File: src/rtl/core/mpr_pkg.sv
// Shared types for the Ryser permanent block.
// Holds the controller-to-datapath command struct; no dependencies.
`default_nettype none
package mpr_pkg;

	// Commands from the controller to the datapath
	typedef struct packed {
		logic wr_en;     // store one loaded element
		logic start;     // clear sums, accumulator, sign and flag
		logic step_init; // product back to 1.0, toggle subset parity
		logic upd;       // update one column sum, latch multiply operands
		logic add_row;   // row enters the subset (else it leaves)
		logic mul_lo;    // low 32-bit partial product
		logic mul_hi;    // high 32-bit partial product
		logic rnd;       // round, saturate, store product
		logic acc;       // add or subtract product into accumulator
		logic fin;       // final sign and output register load
		logic n_odd;     // matrix order is odd
	} cmd_t;

	localparam int unsigned ACC_BITS = 64;

endpackage
`default_nettype wire

File: src/rtl/core/mpr_ctrl.sv
// Controller: load counter, subset walk in Gray-code order, column sequencing.
// Depends on mpr_pkg for the command struct.
`default_nettype none
module mpr_ctrl #(
	parameter int MAX_ORDER    = 16
) (
	input  wire logic                     clk,
	input  wire logic                     arst_n,
	input  wire logic                     cfg_we,
	input  wire logic [4:0]               cfg_wdata,
	input  wire logic                     in_valid,
	output logic                          in_ready,
	input  wire logic                     in_last,
	input  wire logic                     out_busy,
	output mpr_pkg::cmd_t                 cmd,
	output logic [$clog2(MAX_ORDER*MAX_ORDER > 1 ? MAX_ORDER*MAX_ORDER : 2)-1:0] wr_addr,
	output logic [$clog2(MAX_ORDER*MAX_ORDER > 1 ? MAX_ORDER*MAX_ORDER : 2)-1:0] rd_addr,
	output logic [$clog2(MAX_ORDER > 1 ? MAX_ORDER : 2)-1:0] col
);
	import mpr_pkg::*;

	localparam int AW   = $clog2(MAX_ORDER*MAX_ORDER > 1 ? MAX_ORDER*MAX_ORDER : 2);
	localparam int CW   = $clog2(MAX_ORDER > 1 ? MAX_ORDER : 2);
	localparam int NW   = $clog2(MAX_ORDER + 1) + 1;
	localparam int SUBW = MAX_ORDER + 1;

	typedef enum logic [10:0] {
		ST_LOAD  = 11'b00000000001,
		ST_START = 11'b00000000010,
		ST_STEP  = 11'b00000000100,
		ST_RD    = 11'b00000001000,
		ST_UPD   = 11'b00000010000,
		ST_MUL0  = 11'b00000100000,
		ST_MUL1  = 11'b00001000000,
		ST_RND   = 11'b00010000000,
		ST_ACC   = 11'b00100000000,
		ST_FIN   = 11'b01000000000,
		ST_IDLE2 = 11'b10000000000
	} state_t;

	state_t             state_q;
	logic [4:0]         size_q;
	logic [AW:0]        load_cnt_q;
	logic [SUBW-1:0]    sub_q;
	logic [AW-1:0]      base_q;
	logic [CW-1:0]      col_q;
	logic               add_q;

	logic [NW-1:0]      n;
	logic [AW:0]        nn;
	logic [SUBW-1:0]    last_sub;
	logic [CW-1:0]      row;
	logic               row_enters;
	logic [SUBW:0]      sub_pad;
	logic               in_fire;

	// order in use, clamped to 1 .. MAX_ORDER
	always_comb begin
		if (size_q == 5'd0) begin
			n = NW'(1);
		end else if (32'(size_q) > 32'(MAX_ORDER)) begin
			n = NW'(MAX_ORDER);
		end else begin
			n = NW'(size_q);
		end
	end

	assign nn       = (AW+1)'(n) * (AW+1)'(n);
	assign last_sub = (SUBW'(1) << n) - SUBW'(1);

	// lowest set bit of the subset counter picks the row; next bit tells direction
	assign sub_pad = {1'b0, sub_q};
	always_comb begin
		row        = '0;
		row_enters = 1'b0;
		for (int i = SUBW - 1; i >= 0; i--) begin
			if (sub_pad[i]) begin
				row        = CW'(i);
				row_enters = ~sub_pad[i+1];
			end
		end
	end

	assign in_ready = (state_q == ST_LOAD);
	assign in_fire  = in_valid && in_ready;
	assign wr_addr  = load_cnt_q[AW-1:0];
	assign rd_addr  = base_q + AW'(col_q);
	assign col      = col_q;

	// commands
	always_comb begin
		cmd           = '0;
		cmd.wr_en     = in_fire && (load_cnt_q < nn);
		cmd.start     = (state_q == ST_START);
		cmd.step_init = (state_q == ST_STEP);
		cmd.upd       = (state_q == ST_UPD);
		cmd.add_row   = add_q;
		cmd.mul_lo    = (state_q == ST_MUL0);
		cmd.mul_hi    = (state_q == ST_MUL1);
		cmd.rnd       = (state_q == ST_RND);
		cmd.acc       = (state_q == ST_ACC);
		cmd.fin       = (state_q == ST_FIN) && !out_busy;
		cmd.n_odd     = n[0];
	end

	// configuration register
	always_ff @(posedge clk or negedge arst_n) begin
		if (!arst_n) begin
			size_q <= 5'd4;
		end else if (cfg_we) begin
			size_q <= cfg_wdata;
		end
	end

	// state machine and counters
	always_ff @(posedge clk or negedge arst_n) begin
		if (!arst_n) begin
			state_q    <= ST_LOAD;
			load_cnt_q <= '0;
			sub_q      <= '0;
			base_q     <= '0;
			col_q      <= '0;
			add_q      <= 1'b0;
		end else begin
			case (state_q)
				ST_LOAD: begin
					if (in_fire) begin
						if (load_cnt_q < nn) begin
							load_cnt_q <= load_cnt_q + (AW+1)'(1);
						end
						if (in_last) begin
							load_cnt_q <= '0;
							state_q    <= ST_START;
						end
					end
				end
				ST_START: begin
					sub_q   <= SUBW'(1);
					state_q <= ST_STEP;
				end
				ST_STEP: begin
					base_q  <= AW'(row) * AW'(n);
					add_q   <= row_enters;
					col_q   <= '0;
					state_q <= ST_RD;
				end
				ST_RD:   state_q <= ST_UPD;
				ST_UPD:  state_q <= ST_MUL0;
				ST_MUL0: state_q <= ST_MUL1;
				ST_MUL1: state_q <= ST_RND;
				ST_RND: begin
					if (NW'(col_q) == n - NW'(1)) begin
						state_q <= ST_ACC;
					end else begin
						col_q   <= col_q + CW'(1);
						state_q <= ST_RD;
					end
				end
				ST_ACC: begin
					if (sub_q == last_sub) begin
						state_q <= ST_FIN;
					end else begin
						sub_q   <= sub_q + SUBW'(1);
						state_q <= ST_STEP;
					end
				end
				ST_FIN: begin
					if (!out_busy) begin
						state_q <= ST_LOAD;
					end
				end
				default: state_q <= ST_LOAD;
			endcase
		end
	end

endmodule
`default_nettype wire

File: config.mk
export PLATFORM = sky130hd
export DESIGN_NAME = mpr_ctrl
export DESIGN_NICKNAME = d
export VERILOG_FILES = /design/src/rtl/core/mpr_pkg.sv /design/src/rtl/core/mpr_ctrl.sv
export SDC_FILE = /design/constraint.sdc
export NUM_CORES = 1
export LEC_CHECK = 0
export BUFFER_PORTS_ARGS = -buffer_cell sky130_fd_sc_hd__buf_2
export CORE_MARGIN = 1.5
export CORE_UTILIZATION = 30
export DETAILED_ROUTE_END_ITERATION = 12
export HOLD_SLACK_MARGIN = 0.08
export PLACE_DENSITY_LB_ADDON = 0.1
export SETUP_SLACK_MARGIN = 0.5
export SLEW_MARGIN = 10
export SYNTH_ARGS = -nofsm -noshare
export SYNTH_HDL_FRONTEND = slang
export SYNTH_SLANG_ARGS = --single-unit
File: constraint.sdc
create_clock -name clk -period 9.3 [get_ports clk]
set_input_delay 0.93 -clock clk [delete_from_list [all_inputs] [get_ports clk]]
set_output_delay 0.93 -clock clk [all_outputs]
set_load 0.005 [all_outputs]
==> impl_metrics.ini <==
[run_status]
status = finished clean

[final_layout]
most-common-layout-cells = 56 x nand2_1, 54 x nor2_1, 52 x dfrtp_1, 42 x buf_2, 40 x ha_1
most_common_cell_after_layout_fill_and_taps_aside = nand2_1
final_core_utilization_pct = 32.85
layout.filler_cells = 1791
final_layout_size_suffix_gt1_share_pct = 13.13
numnets_final = 701
area_growth_syn_to_layout_pct = 7.074
layoutNonFillerInstCount = 865
n_antenna_cell = 0

[global_routing]
grt_remaining_overflow = 0
grt_first_pass_wirelength_microns = 22760
first_global_vias = 4382
grt_antenna_before_repair = 0
grt_resource_usage_total_pct = 15.73
grt_max_degree = 35

[hold_path]
whs_path_depth = 2
min-delay-path-class = flop to flop

[timing]
final.period_utilization_pct = 63.44
final_period_minus_worst_setup_slack_ns = 5.900
finalHoldViolations = 0
timing.setup.tns_ns = 0
timing.max_slew.rel_slack_pct = 41.45
timing_worst_slew_pin_value_ns = 0.8725
rsz0062_at_grt = false
setup_viol = 0
max_freq_mhz = 169.5
final.setup_skew_ns = 0.006971
final_max_slew_viol_count = 0

[synth]
synth_top_cells_by_area = dfrtp_1 25%, ha_1 9.5%, fa_1 4.2%
netlist_area_sq_um = 5289
dominantRegCellSynth = dfrtp_1
async_reset_ff_share_pct = 100.0
synth.avg_cell_area_sq_um = 8.342
post-synth-top-area-cell = dfrtp_1
synthesis.yosys.warnings = 0
number_of_synthesized_register_bits = 54
synthDistinctLibCells = 71
synth_largest_type_area_fraction_pct = 24.60
cell_count_after_synthesis = 634
synth_edf_count = 0
synth_sequential_area_ratio_pct = 25.60

[placed_design]
hpwlAfterDp_microns = 10520
place_inst = 857
place_congestion = 0.9614
io_buffer_count = 42

[setup_path]
cp-end-kind = output port
cp.arrival_ns = 4.97
critical_path_peak_fanout = 21
rr_worst_depth = 13
worstSetupPathType = flop to output port
timing.critical_path.from_type = flop
cp_data_required_time_ns = 8.37

[floorplan]
starting_utilization_of_the_core_area_pct = 30.68
die_h_microns = 135.8
placementRows = 48
floorplan.io_pins = 43
core_region_area_sq_um = 17240
die_w_microns = 135.8
floorplan.die_area_sq_um = 18430

[job]
max_cap_violations = 0

[power_and_ir_drop]
power.static_leakage_nw = 2.635
power.density_nw_per_um2 = 127.2
peakVddDrop_mv = 0.07081

[clocking]
cts-buffers-inserted = 5
cts_htree_levels = 2
post_cts.resized_instances = 0
cts.sinks = 54
clock_latency_ns = 0.31
cts_buffer_depth = 2
tritoncts = yes
hold_buffers = 0
clk_pin_slew_ns = 0.07
clockRootBuffer = clkbuf_16
cts_setup_buffers = 0

[routing]
drcViolationCount = 0
detail-route-antenna-nets = 0
drt-vias-per-instance = 5.201
firstDrtPassIters = 4
first_iter_violations = 235
route.final.wire_length_microns = 13660
via_count = 4499
drt-wirelength-per-cell_microns = 15.79
==> path summary, 6_finish.rpt <==
check	to	startpoint	slack, ns
hold / removal	base_q[3]	base_q[3]	0.49
max in group asynchronous	state_q[0]	arst_n	7.81
hold reg to reg	base_q[3]	base_q[3]	0.49
setup / recovery	cmd[10]	size_q[4]	3.40
min in group asynchronous	load_cnt_q[6]	arst_n	0.60
setup reg to reg	sub_q[1]	size_q[4]	3.70
==> Yosys cell counts, drive strengths merged (4+ instances only) <==
cell type   n
inv        37
o21bai      7
dfrtp      52
or2         5
nor4       13
a31oi       5
buf        29
xor2       18
o21a        7
fa         11
nand2b     16
a21oi      37
nor2b       9
mux2i       8
nor2       54
and2        4
mux2        5
ha         40
or4         7
o211ai      7
nand3      20
nand2      56
and3        7
clkbuf     20
nor3       13
a21o        7
xnor2      24
nand4      10
o31ai       8
or3        10
o21ai      37
==> kinds of logic after synthesis <==
family	after synthesis	synth area share, %
DFF	54	25.60
other	1	0.07090
and+or+nand+nor	245	24.79
buffers and inverters	86	8.280
xor gates and xnor gates	42	6.955
muxes	13	2.579
adders and majority gates	51	13.63
AOI/OAI and AO/OA	142	18.10
==> per-layer routing <==
metal	up-vias	track usage [%]	part of all wire (%)
met5	-	0	0
met3	20	2.806	4.3
li1	2235	-	-
met1	2171	20.93	47
met2	73	25.58	46
met4	0	5.436	2.0
==> stage by stage <==
step	instance area (sq um)	power, mW	setup WS (ns)	hold slack [ns]
2_1_floorplan	5300	0.4668	4.436	0.4498
3_3_place_gp	5508	0.5227	3.832	0.4750
3_5_place_dp	5508	0.5233	3.710	0.4759
4_1_cts	5663	0.7325	3.358	0.4950
5_1_grt	5663	0.7779	2.957	0.5328
6_report	5663	0.7202	3.400	0.4913
==> area by class of cell <==
cell class | count | area (sq um) | share of cell area [%]
clock buffers | 6 | 138.9 | 2.452
flip-flops and latches | 54 | 1354 | 23.91
clock inverters | 2 | 16.27 | 0.2872
well taps | 225 | 281.5 | 4.971
inverters | 37 | 138.9 | 2.452
multi-input cells | 497 | 3508 | 61.95
repair buffers | 44 | 225.2 | 3.977
==> state kept, by name, indices dropped and copies added, names as in the netlist <==
| register | count |
|---|---|
| base_q | 8 |
| state_q | 10 |
| add_q | 1 |
| load_cnt_q | 9 |
| size_q | 5 |
| col | 4 |
| sub_q | 17 |
==> power by group <==
part	total (mW)	internal [mW]	switching (mW)
registers	0.285	0.253	0.0317
clock network	0.203	0.108	0.0948
logic	0.232	0.0963	0.136
total	0.720	0.458	0.263
==> worst max-delay path, stage by stage, from the launching register on <==
cell      delay [ns]
dfrtp_1         0.78
inv_1           0.38
nand2_1         0.35
nor2_1          0.13
fa_1            0.52
nand2_1         0.07
fa_1            0.50
inv_1           0.04
ha_1            0.33
a31oi_1         0.23
o21bai_1        0.10
a21oi_1         0.17
xnor2_1         0.15
ha_1            0.27
a21oi_1         0.22
a31oi_1         0.11
nand2b_1        0.15
inv_1           0.06
buf_2           0.10
No activity file was read; power rests on OpenSTA's default activity.
